**config.mk**
```make
export PLATFORM = sky130hd
export DESIGN_NAME = sliding_median_with_flags
export DESIGN_NICKNAME = d
export VERILOG_FILES = /design/src/design/smf_pkg.sv /design/src/design/smf_cell.sv /design/src/design/smf_chain.sv /design/src/design/sliding_median_with_flags.sv
export SDC_FILE = /design/constraint.sdc
export NUM_CORES = 2
export LEC_CHECK = 0
export ABC_AREA = 1
export ABC_CLOCK_PERIOD_IN_PS = 3050
export BUFFER_PORTS_ARGS = -buffer_cell sky130_fd_sc_hd__clkbuf_2
export CORE_ASPECT_RATIO = 0.7
export CORE_MARGIN = 8
export CORE_UTILIZATION = 35
export CTS_BUF_LIST = sky130_fd_sc_hd__clkbuf_16
export CTS_CLUSTER_SIZE = 25
export DETAILED_ROUTE_END_ITERATION = 8
export PLACE_DENSITY_LB_ADDON = 0.25
export SYNTH_ARGS = -nofsm -noshare
export SYNTH_HDL_FRONTEND = slang
export SYNTH_SLANG_ARGS = --single-unit
export TNS_END_PERCENT = 5
```
**constraint.sdc**
```tcl
create_clock -name clk_i -period 3.05 [get_ports clk_i]
set_input_delay 0.61 -clock clk_i [delete_from_list [all_inputs] [get_ports clk_i]]
set_output_delay 0.61 -clock clk_i [all_outputs]
set_load 0.05 [all_outputs]
```
**src/design/smf_pkg.sv**
```systemverilog
`timescale 1ns / 1ps
// ----------------------------------------------------------------------------
// smf_pkg
// Shared types, widths and helpers for the sliding median filter.
// ----------------------------------------------------------------------------
package smf_pkg;

  localparam int unsigned SampleW     = 16;
  localparam int unsigned CountW      = 5;
  localparam int unsigned HalfWindowD = 8;

  // one window entry as kept in the sorted chain
  typedef struct packed {
    logic                       valid;
    logic signed [SampleW-1:0]  value;
  } entry_t;

  // sort key: valid entries ascending by value, invalid entries last
  function automatic logic entry_lt(input entry_t a, input entry_t b);
    logic lt;
    if (!b.valid) begin
      lt = a.valid;
    end else begin
      lt = a.valid && (a.value < b.value);
    end
    return lt;
  endfunction

endpackage

```
**src/design/smf_cell.sv**
```systemverilog
`timescale 1ns / 1ps
// ----------------------------------------------------------------------------
// smf_cell
// One slot of the sorted window: drops the oldest entry and inserts the new
// one by taking its own, its left or its right neighbor's entry, or the new.
// ----------------------------------------------------------------------------
module smf_cell #(
  parameter int unsigned Depth   = 17,
  parameter int unsigned CellIdx = 0,
  parameter int unsigned AgeW    = $clog2(Depth)
) (
  input  logic                clk_i,
  input  logic                rst_ni,
  input  logic                en_i,
  input  smf_pkg::entry_t     new_e_i,
  input  smf_pkg::entry_t     left_e_i,
  input  logic [AgeW-1:0]     left_age_i,
  input  logic                left_gt_i,
  input  logic                left_del_i,
  input  smf_pkg::entry_t     right_e_i,
  input  logic [AgeW-1:0]     right_age_i,
  input  logic                right_gt_i,
  output smf_pkg::entry_t     e_o,
  output logic [AgeW-1:0]     age_o,
  output logic                gt_o,
  output logic                del_o,
  output logic                del_valid_o
);

  smf_pkg::entry_t e_q, e_d;
  logic [AgeW-1:0] age_q, age_d;

  logic            gt_self, del_self;
  smf_pkg::entry_t cur_e, prv_e;
  logic [AgeW-1:0] cur_age, prv_age;
  logic            cur_gt, prv_gt;

  assign gt_self  = smf_pkg::entry_lt(new_e_i, e_q);
  assign del_self = (age_q == AgeW'(Depth - 1));

  // cur: this position after the oldest entry is removed, prv: the one before
  always_comb begin
    if (!del_o) begin
      cur_e   = e_q;
      cur_age = age_q;
      cur_gt  = gt_self;
    end else begin
      cur_e   = right_e_i;
      cur_age = right_age_i;
      cur_gt  = right_gt_i;
    end
    if (!left_del_i) begin
      prv_e   = left_e_i;
      prv_age = left_age_i;
      prv_gt  = left_gt_i;
    end else begin
      prv_e   = e_q;
      prv_age = age_q;
      prv_gt  = gt_self;
    end
  end

  always_comb begin
    if (!cur_gt) begin
      e_d   = cur_e;
      age_d = AgeW'(cur_age + 1'b1);
    end else if (!prv_gt) begin
      e_d   = new_e_i;
      age_d = '0;
    end else begin
      e_d   = prv_e;
      age_d = AgeW'(prv_age + 1'b1);
    end
  end

  always_ff @(posedge clk_i or negedge rst_ni) begin
    if (!rst_ni) begin
      e_q   <= '0;
      age_q <= AgeW'(CellIdx);
    end else if (en_i) begin
      e_q   <= e_d;
      age_q <= age_d;
    end
  end

  assign e_o         = e_q;
  assign age_o       = age_q;
  assign gt_o        = gt_self;
  assign del_o       = left_del_i | del_self;
  assign del_valid_o = del_self & e_q.valid;

endmodule

```
**src/design/smf_chain.sv**
```systemverilog
`timescale 1ns / 1ps
// ----------------------------------------------------------------------------
// smf_chain
// Row of sorted window cells with neighbor links and the evicted-entry flag.
// ----------------------------------------------------------------------------
module smf_chain #(
  parameter int unsigned Depth = 17,
  parameter int unsigned AgeW  = $clog2(Depth)
) (
  input  logic                          clk_i,
  input  logic                          rst_ni,
  input  logic                          en_i,
  input  smf_pkg::entry_t               new_e_i,
  output smf_pkg::entry_t [Depth-1:0]   entries_o,
  output logic                          del_valid_o
);

  smf_pkg::entry_t [Depth-1:0] e;
  logic [Depth-1:0][AgeW-1:0]  age;
  logic [Depth-1:0]            gt;
  logic [Depth-1:0]            del;
  logic [Depth-1:0]            del_valid;

  for (genvar i = 0; i < Depth; i++) begin : g_cell
    smf_pkg::entry_t left_e, right_e;
    logic [AgeW-1:0] left_age, right_age;
    logic            left_gt, left_del, right_gt;

    if (i == 0) begin : g_first
      assign left_e   = e[i];
      assign left_age = age[i];
      assign left_gt  = 1'b0;
      assign left_del = 1'b0;
    end else begin : g_mid_l
      assign left_e   = e[i-1];
      assign left_age = age[i-1];
      assign left_gt  = gt[i-1];
      assign left_del = del[i-1];
    end

    if (i == Depth - 1) begin : g_last
      // past the end sorts after everything
      assign right_e   = e[i];
      assign right_age = age[i];
      assign right_gt  = 1'b1;
    end else begin : g_mid_r
      assign right_e   = e[i+1];
      assign right_age = age[i+1];
      assign right_gt  = gt[i+1];
    end

    smf_cell #(
      .Depth   (Depth),
      .CellIdx (i),
      .AgeW    (AgeW)
    ) u_cell (
      .clk_i       (clk_i),
      .rst_ni      (rst_ni),
      .en_i        (en_i),
      .new_e_i     (new_e_i),
      .left_e_i    (left_e),
      .left_age_i  (left_age),
      .left_gt_i   (left_gt),
      .left_del_i  (left_del),
      .right_e_i   (right_e),
      .right_age_i (right_age),
      .right_gt_i  (right_gt),
      .e_o         (e[i]),
      .age_o       (age[i]),
      .gt_o        (gt[i]),
      .del_o       (del[i]),
      .del_valid_o (del_valid[i])
    );
  end

  assign entries_o   = e;
  assign del_valid_o = |del_valid;

endmodule

```
**src/design/sliding_median_with_flags.sv**
```systemverilog
`timescale 1ns / 1ps
// ----------------------------------------------------------------------------
// sliding_median_with_flags
// Pipeline: the cell row updates at the accept edge; the median is then picked
// from the row and registered into the output register once that is free.
// Throughput: one word per cycle; the cell row takes a new word whenever no
// result is pending or the pending result can move into the output register.
// Reset: the window is empty (all slots invalid), no result pending.
// ----------------------------------------------------------------------------
module sliding_median_with_flags #(
  parameter int unsigned HalfWindow = smf_pkg::HalfWindowD
) (
  input  logic                                  clk_i,
  input  logic                                  rst_ni,
  input  logic                                  in_valid_i,
  output logic                                  in_ready_o,
  input  logic signed [smf_pkg::SampleW-1:0]    sample_i,
  input  logic                                  flagged_i,
  output logic                                  out_valid_o,
  input  logic                                  out_ready_i,
  output logic signed [smf_pkg::SampleW-1:0]   median_o,
  output logic [smf_pkg::CountW-1:0]            valid_count_o,
  output logic                                  window_empty_o
);

  localparam int unsigned Depth  = 2 * HalfWindow + 1;
  localparam int unsigned AgeW   = $clog2(Depth);
  localparam int unsigned CntW   = $clog2(Depth + 1);

  smf_pkg::entry_t [Depth-1:0] entries;
  smf_pkg::entry_t             new_e;
  logic                        del_valid;
  logic                        accept, out_free;

  logic                        pend_q;
  logic [CntW-1:0]             count_q, count_d;
  logic [CntW-1:0]             half_cnt;
  logic [AgeW-1:0]             med_idx;

  logic                        out_valid_q;
  logic signed [smf_pkg::SampleW-1:0] median_q, median_d;
  logic [smf_pkg::CountW-1:0]  vcount_q;
  logic                        empty_q;

  assign new_e.valid = ~flagged_i;
  assign new_e.value = sample_i;

  assign out_free   = ~out_valid_q | out_ready_i;
  assign in_ready_o = ~pend_q | out_free;
  assign accept     = in_valid_i & in_ready_o;

  smf_chain #(
    .Depth (Depth),
    .AgeW  (AgeW)
  ) u_chain (
    .clk_i       (clk_i),
    .rst_ni      (rst_ni),
    .en_i        (accept),
    .new_e_i     (new_e),
    .entries_o   (entries),
    .del_valid_o (del_valid)
  );

  // live count follows the evicted and the entering word
  assign count_d = CntW'(count_q - CntW'(del_valid) + CntW'(new_e.valid));

  assign half_cnt = count_q >> 1;
  assign med_idx  = half_cnt[AgeW-1:0];

  always_comb begin
    if (count_q == '0) begin
      median_d = '0;
    end else begin
      median_d = entries[med_idx].value;
    end
  end

  always_ff @(posedge clk_i or negedge rst_ni) begin
    if (!rst_ni) begin
      pend_q      <= 1'b0;
      count_q     <= '0;
      out_valid_q <= 1'b0;
    end else begin
      if (accept) begin
        count_q <= count_d;
      end
      if (accept) begin
        pend_q <= 1'b1;
      end else if (out_free) begin
        pend_q <= 1'b0;
      end
      if (out_free) begin
        out_valid_q <= pend_q;
      end
    end
  end

  always_ff @(posedge clk_i) begin
    if (pend_q && out_free) begin
      median_q <= median_d;
      vcount_q <= smf_pkg::CountW'(count_q);
      empty_q  <= (count_q == '0);
    end
  end

  assign out_valid_o    = out_valid_q;
  assign median_o       = median_q;
  assign valid_count_o  = vcount_q;
  assign window_empty_o = empty_q;

endmodule
```
# Yosys cells after proc, flatten, opt, wreduce, memory -nomap -nowiden
# Index checks and enable logic that the tools add are counted.
op_classes:
  add_sub_neg: 19
  n_mul: 0
  n_div: 0
  magnitude_cmp: 18
  eq_ne: 17
  shifts: 0
  mux: 135
  bitwise: 39
  reduce_logical: 22
op_table:
  columns: ["operator", "n"]
  rows:
  - ["2-to-1 mux 17 bit", 48]
  - ["less-than comparator 16 bit", 17]
  - ["2-to-1 mux 5 bit", 49]
  - ["adder 5 x 1 -> 5 bit, second input constant", 17]
  - ["equality test 5 bit, second input constant", 17]
  - ["binary-select mux 17 bit (select 4 bit)", 1]
  - ["2-to-1 mux 1 bit", 36]
  - ["AND 1 bit", 18]
  - ["logical AND 1 bit", 18]
  - ["OR 1 bit", 18]
  - ["OR reduction 17 bit", 1]
  - ["2-to-1 mux 16 bit", 1]
  - ["less-than comparator 4 x 6 -> 1 bit, second input constant", 1]
  - ["adder 5 x 1 -> 5 bit", 1]
  - ["zero test 5 bit", 1]
  - ["subtractor 5 x 1 -> 5 bit", 1]
  - ["inverter 1 bit", 3]
  - ["AND reduction 2 bit", 1]
  - ["nonzero test 2 bit", 1]
totals:
  reg_bits: 403
  latch_bits: 0
  ram_bits: 0
  rom_bits: 0
  word_cells: 307
  mem_count: 0

# Depth between registers and ports, before layout
depth:
  ltp_word: 20
  depth_mapped: 22
  depth_no_buf: 21

# Hierarchy
# From an unflattened synthesis, not the netlist that was laid out.
unflattened:
  cells_unflattened: 6859
  hier_area_um2: 41841.4
by_module_without_submodules:
  columns: ["module", "instances", "cells_per_inst", "area_per_inst_um2", "seq_area_each_um2"]
  rows:
  - ["smf_cell at u_chain.g_cell[10].u_cell ...", 5, 354, 2202.1, 553.0]
  - ["smf_cell at u_chain.g_cell[16].u_cell ...", 4, 354, 2200.9, 551.8]
  - ["smf_cell at u_chain.g_cell[11].u_cell ...", 3, 354, 2203.4, 554.3]
  - ["sliding_median_with_flags", 1, 819, 4169.0, 835.8]
  - ["smf_cell at u_chain.g_cell[7].u_cell", 1, 356, 2260.9, 554.3]
  - ["smf_cell at u_chain.g_cell[9].u_cell", 1, 356, 2259.7, 553.0]
  - ["smf_cell at u_chain.g_cell[8].u_cell", 1, 356, 2258.4, 551.8]
  - ["smf_cell at u_chain.g_cell[15].u_cell", 1, 354, 2204.6, 555.5]
  - ["smf_cell at u_chain.g_cell[0].u_cell", 1, 354, 2199.6, 550.5]
  - ["smf_chain", 1, 16, 65.1, 0.0]

# Worst setup path after synthesis
# No wires, ideal clock.
synth_path:
  kind: "reg2reg"
  from: "register u_chain.g_cell[3].u_cell.age_q[1]"
  to: "register u_chain.g_cell[13].u_cell.age_q[4]"
  arrival_time_ps: 2795
  t_required_ps: 2933
  setup_slack_ps: 138
  path_stages_with_launch: 20
  n_path_buf: 2
  cell_sequence: "dfstp_2 -> nor2_1 -> nand3_2 -> nand4_4 -> nor2_4 -> nand4_4 -> nor2_4 -> nand4_4 -> nor2_2 -> buf_4 -> buf_2 -> nand2_1 -> o21ai_0 -> ha_1 -> nand3_1 -> xor2_1 -> nand2_1 -> nand2_1 -> nand2_1 -> nand2_1"
synth_via:
  elab_chain_cells: 15
  word_cells_on_any_way: 20
  classes_between: "add/sub (2); eq/ne (1); mux (6); bitwise (11)"
synth_lines:
  columns: ["element", "line", "rtl"]
  rows:
  - ["start, declared", "smf_cell.sv:31", "logic [AgeW-1:0] age_q, age_d;"]
  - ["start signal, assigned", "smf_cell.sv:79", "age_q <= AgeW'(CellIdx);"]
  - ["start signal, assigned", "smf_cell.sv:82", "age_q <= age_d;"]
  - ["equality test 5 bit (*)", "smf_cell.sv:39", "assign del_self = (age_q == AgeW'(Depth - 1));"]
  - ["OR 1 bit (*) (10 in a row)", "smf_cell.sv:89", "assign del_o = left_del_i | del_self;"]
  - ["OR 1 bit / 2-to-1 mux 5 bit (equally long branches)", "smf_cell.sv:89, smf_cell.sv:52", null]
  - ["2-to-1 mux 5 bit / adder 5 x 1 -> 5 bit (equally long branches)", "smf_cell.sv:43, smf_cell.sv:72", null]
  - ["adder 5 x 1 -> 5 bit / 2-to-1 mux 5 bit (equally long branches)", "smf_cell.sv:66, smf_cell.sv:67", null]
  - ["2-to-1 mux 5 bit (*)", "smf_cell.sv:64", "if (!cur_gt) begin"]
  - ["end signal, assigned", "smf_cell.sv:79", null]
  - ["end signal, assigned", "smf_cell.sv:82", null]
  - ["end, declared", "smf_cell.sv:31", null]
# Mark *: on every way between the ends. The rest lies on a longest branch, timed or not.
# A chain may end at the register's enable or synchronous reset.

# Worst setup path after layout
layout_path:
  from: "register u_chain.g_cell[10].u_cell.age_q[3]"
  to: "register count_q[4]"
layout_via:
  elab_chain_cells: 5
layout_lines:
  columns: ["element", "line", "rtl"]
  rows:
  - ["start, declared", "smf_cell.sv:31", null]
  - ["start signal, assigned", "smf_cell.sv:79", null]
  - ["start signal, assigned", "smf_cell.sv:82", null]
  - ["equality test 5 bit", "smf_cell.sv:39", null]
  - ["AND 1 bit", "smf_cell.sv:90", "assign del_valid_o = del_self & e_q.valid;"]
  - ["OR reduction 17 bit", "smf_chain.sv:77", "assign del_valid_o = |del_valid;"]
  - ["subtractor 5 x 1 -> 5 bit", "sliding_median_with_flags.sv:65", "assign count_d = CntW'(count_q - CntW'(del_valid) + CntW'(new_e.valid));"]
  - ["adder 5 x 1 -> 5 bit", "sliding_median_with_flags.sv:65", null]
  - ["end signal, assigned", "sliding_median_with_flags.sv:85", "count_q <= count_d;"]
  - ["end, declared", "sliding_median_with_flags.sv:36", "logic [CntW-1:0] count_q, count_d;"]
# Every way passes these cells.

==> flow_metrics.py <==
metrics = {
    "sta": {
        "drv_slew": 0,
        "finalCriticalPeriod_ns": 3.05,
        "hold_viol_final": 0,
        "rsz0062_at_grt": "true",
        "final.setup_skew_ns": 0.0377,
        "clock.fmax_mhz": 328,
        "setup_viol": 1,
        "hold-worst-slack_ns": 0.289,
        "worstMarginPinSlew_ns": 0.727,
        "relSlewSlack": 0.514,
        "worst_slack_ns": -0.00186,
        "fin_crit_sh": 1.00,
        "setup_tns_ns": -0.00186,
    },
    "placement": {
        "place_worst_setup_slack_ns": -0.543,
        "gp_congestion": 0.876,
        "dpl_cell_area_um2": 39500,
        "place.port_buffers": 44,
        "dp_hpwl_mm": 92.0,
    },
    "clocking": {
        "clock_latency_ns": 0.63,
        "cts_tree": "done",
        "clkTransAtPathRegs_ns": 0.06,
        "htreeDepth": 2,
        "numCtsBuffers": 50,
        "cts_num_sinks": 403,
        "clock_path_buffers": 3,
        "root_buffer": "clkbuf_16",
    },
    "route": {
        "viasPerCell": 5.33,
        "drc": 0,
        "ant_nets": 0,
        "via_count": 36800,
        "routed_wl_mm": 123,
        "wire_per_inst_um": 17.8,
        "drt_iter0_drc": 3485,
        "first_pass_iters": 5,
    },
    "yosys": {
        "synth_flop_cell": "dfrtp_1",
        "synthArstFlopShare": 0.945,
        "yosysTopAreaCell": "dfrtp_1",
        "synth_top_area_frac": 0.251,
        "synth_top_family_by_area": "simple AND/OR/NAND/NOR gates",
        "synth_fa_ha_area_frac": 0.101,
        "ys_seq_area_frac": 0.294,
        "ys_ff_latch": 403,
        "synth_most_common_cell": "nand2_1",
        "synthMuxAreaShare": 0,
        "yosys_warnings": 0,
        "synth_compound_gate_area_share": 0.234,
        "avgSynthCellArea_um2": 6.54,
        "synth_commonest_cells": "1168 x nand2_1, 662 x o21ai_0, 576 x a21oi_1, 573 x nor2_1, 505 x inv_1",
        "yosys.area_share.simple": 0.262,
        "syn_inst": 5314,
        "syn_nets": 5615,
        "synthXorXnorAreaFrac": 0.0134,
        "ys_types": 49,
        "syn_area_um2": 34800,
        "synth-edff-count": 22,
        "yosys-top-cells-area": "dfrtp_1 25%, nand2_1 13%, ha_1 10%",
    },
    "worst_setup_path": {
        "path_max_fanout": 2,
        "setup.worst_path.class": "reg2reg",
        "cpPeakStageDelay_ns": 0.54,
        "ff2ff_setup_slack_ns": -0.002,
        "worst_path_most_repeated_cell": "inv_2",
        "cp_slowest_cell": "dfstp_2",
        "path_buf_inv": 6,
        "crit_family": "simple AND/OR/NAND/NOR gates",
        "worstPathCellList": "inv_2 > nand4_1 > inv_2 > nand2_2 > o21ai_2 > nor4_1 > buf_4 > nand3_4 > buf_8 > ha_4 > inv_2 > ha_4 > inv_2 > fa_2 > o21ai_2 > a21oi_2 > nand2_1 > nand2_1 > nor2_2 > xor2_1",
        "cp-start-kind": "flop",
        "end_kind": "flop",
        "required_ns": 3.60,
        "arrival_ns": 3.60,
    },
    "floorplanning": {
        "initial_core_util": 0.354,
        "die-area_um2": 110000,
        "core_um2": 98300,
        "ios": 45,
        "die_w_um": 393,
        "rows": 96,
        "dieHeight_um": 280,
    },
    "global_routing": {
        "grt_pass1_wl_mm": 194,
        "overflow": 0,
        "grt_util_all_layers": 0.218,
        "antenna_found_initial": 5,
        "grt_pass1_vias": 33800,
        "grt_max_degree": 81,
    },
    "run_status": {
        "violations": "negative setup slack",
        "status": "complete, but fails checks",
    },
    "layout": {
        "fin_area_um2": 41600,
        "layout.nets": 5853,
        "drive_gt1_frac": 0.133,
        "fillers": 10400,
        "area_delta_synth_final_pct": 19.6,
    },
    "hold_path": {
        "hp-class": "in2reg",
    },
    "run": {
        "max_cap_violations": 0,
    },
}
## area by class of cell
class	instances	area, um^2	share of cell area
flip-flops and latches	403	10200	0.246
repair buffers	518	4610	0.111
well taps	1323	1660	0.0398
multi-input cells	4053	21500	0.518
inverters	526	1990	0.0478
diodes	1	2.50	0.0000602
clock buffers	51	1280	0.0307
clock inverters	41	264	0.00635
## worst paths after layout
check / from / endpoint / cells after the start
setup / recovery: u_chain.g_cell[10].u_cell.age_o[3] / count_q[4] / 20
hold / removal: out_ready_i / out_valid_o / 4
setup reg to reg: u_chain.g_cell[10].u_cell.age_o[3] / count_q[4] / 20
hold reg to reg: count_q[0] / valid_count_o[0] / 0
max in group asynchronous: rst_ni / count_q[1] / 3
min in group asynchronous: rst_ni / u_chain.g_cell[16].u_cell.age_o[3] / 2
## sequential cells by signal, indices dropped and copies added (netlist names)
name,count
window_empty_o,1
u_chain.g_cell.u_cell.age_o,85
u_chain.g_cell.u_cell.e_o,289
pend_q,1
count_q,5
median_o,16
out_valid_o,1
valid_count_o,5
## timing repair
action,in CTS,in global routing
gates resized for setup,26,95
setup endpoints to repair,107,341
endpoints found under the hold margin,41,0
gates cloned,0,0
pin swaps,14,9
hold buffers,1,0
setup buffers,10,4
## tightest hold or removal path: stages
cell and delay [ns]:
clkbuf_2 0.07, inv_1 0.07, nand2_1 0.06, nand2_1 0.05
## layout by cell type (no fill, tap or decap), types with 22 or more instances in the layout
cell type  Yosys  routed
a31oi_1       22      22
edfxtp_1      22      22
buf_12         0      59
dfstp_2       33      33
ha_1         279     273
nand3_1      369     363
o211ai_1      72      72
inv_2         11      27
nor2_1       573     563
clkbuf_2       0      42
xor2_1        32      31
clkbuf_16      0      51
nand2_1     1168    1155
a21oi_1      576     567
o21ai_1       60      78
o21ai_0      662     638
a22oi_1       90      89
inv_1        505     500
dfrtp_1      348     346
nor3_1        25      24
nand4_1       23      23
buf_4          3     402
## kinds of logic (layout without fill, tap and decap cells)
family / count (synthesis) / in the layout
AND/OR/NAND/NOR: 2200 / 2200
AO/OA/AOI/OAI: 1520 / 1520
buffers and inverters: 858 / 1136
flip-flops: 403 / 403
adder cells (fa/ha/maj): 280 / 280
XOR/XNOR: 53 / 53
other: 0 / 1
## routing by layer
metal  vias to the layer above  GRT usage  wire [um]
met2                      1202      0.290      46900
met4                         6     0.0453       2480
met1                     17200      0.351      63200
li1                      18300          -          -
met3                       136     0.0454      10900
met5                         -          0         30
## stage by stage
| step | utilization | std cells |
|---|---|---|
| 6_report | 0.423 | 6916 |
| 5_1_grt | 0.423 | 6915 |
| 4_1_cts | 0.420 | 6911 |
| 3_5_place_dp | 0.402 | 6808 |
| 3_3_place_gp | 0.402 | 6808 |
| 2_1_floorplan | - | 5314 |
Power is not shown: default switching activity piles up to over one toggle a cycle in this logic, so the estimate is an artifact.
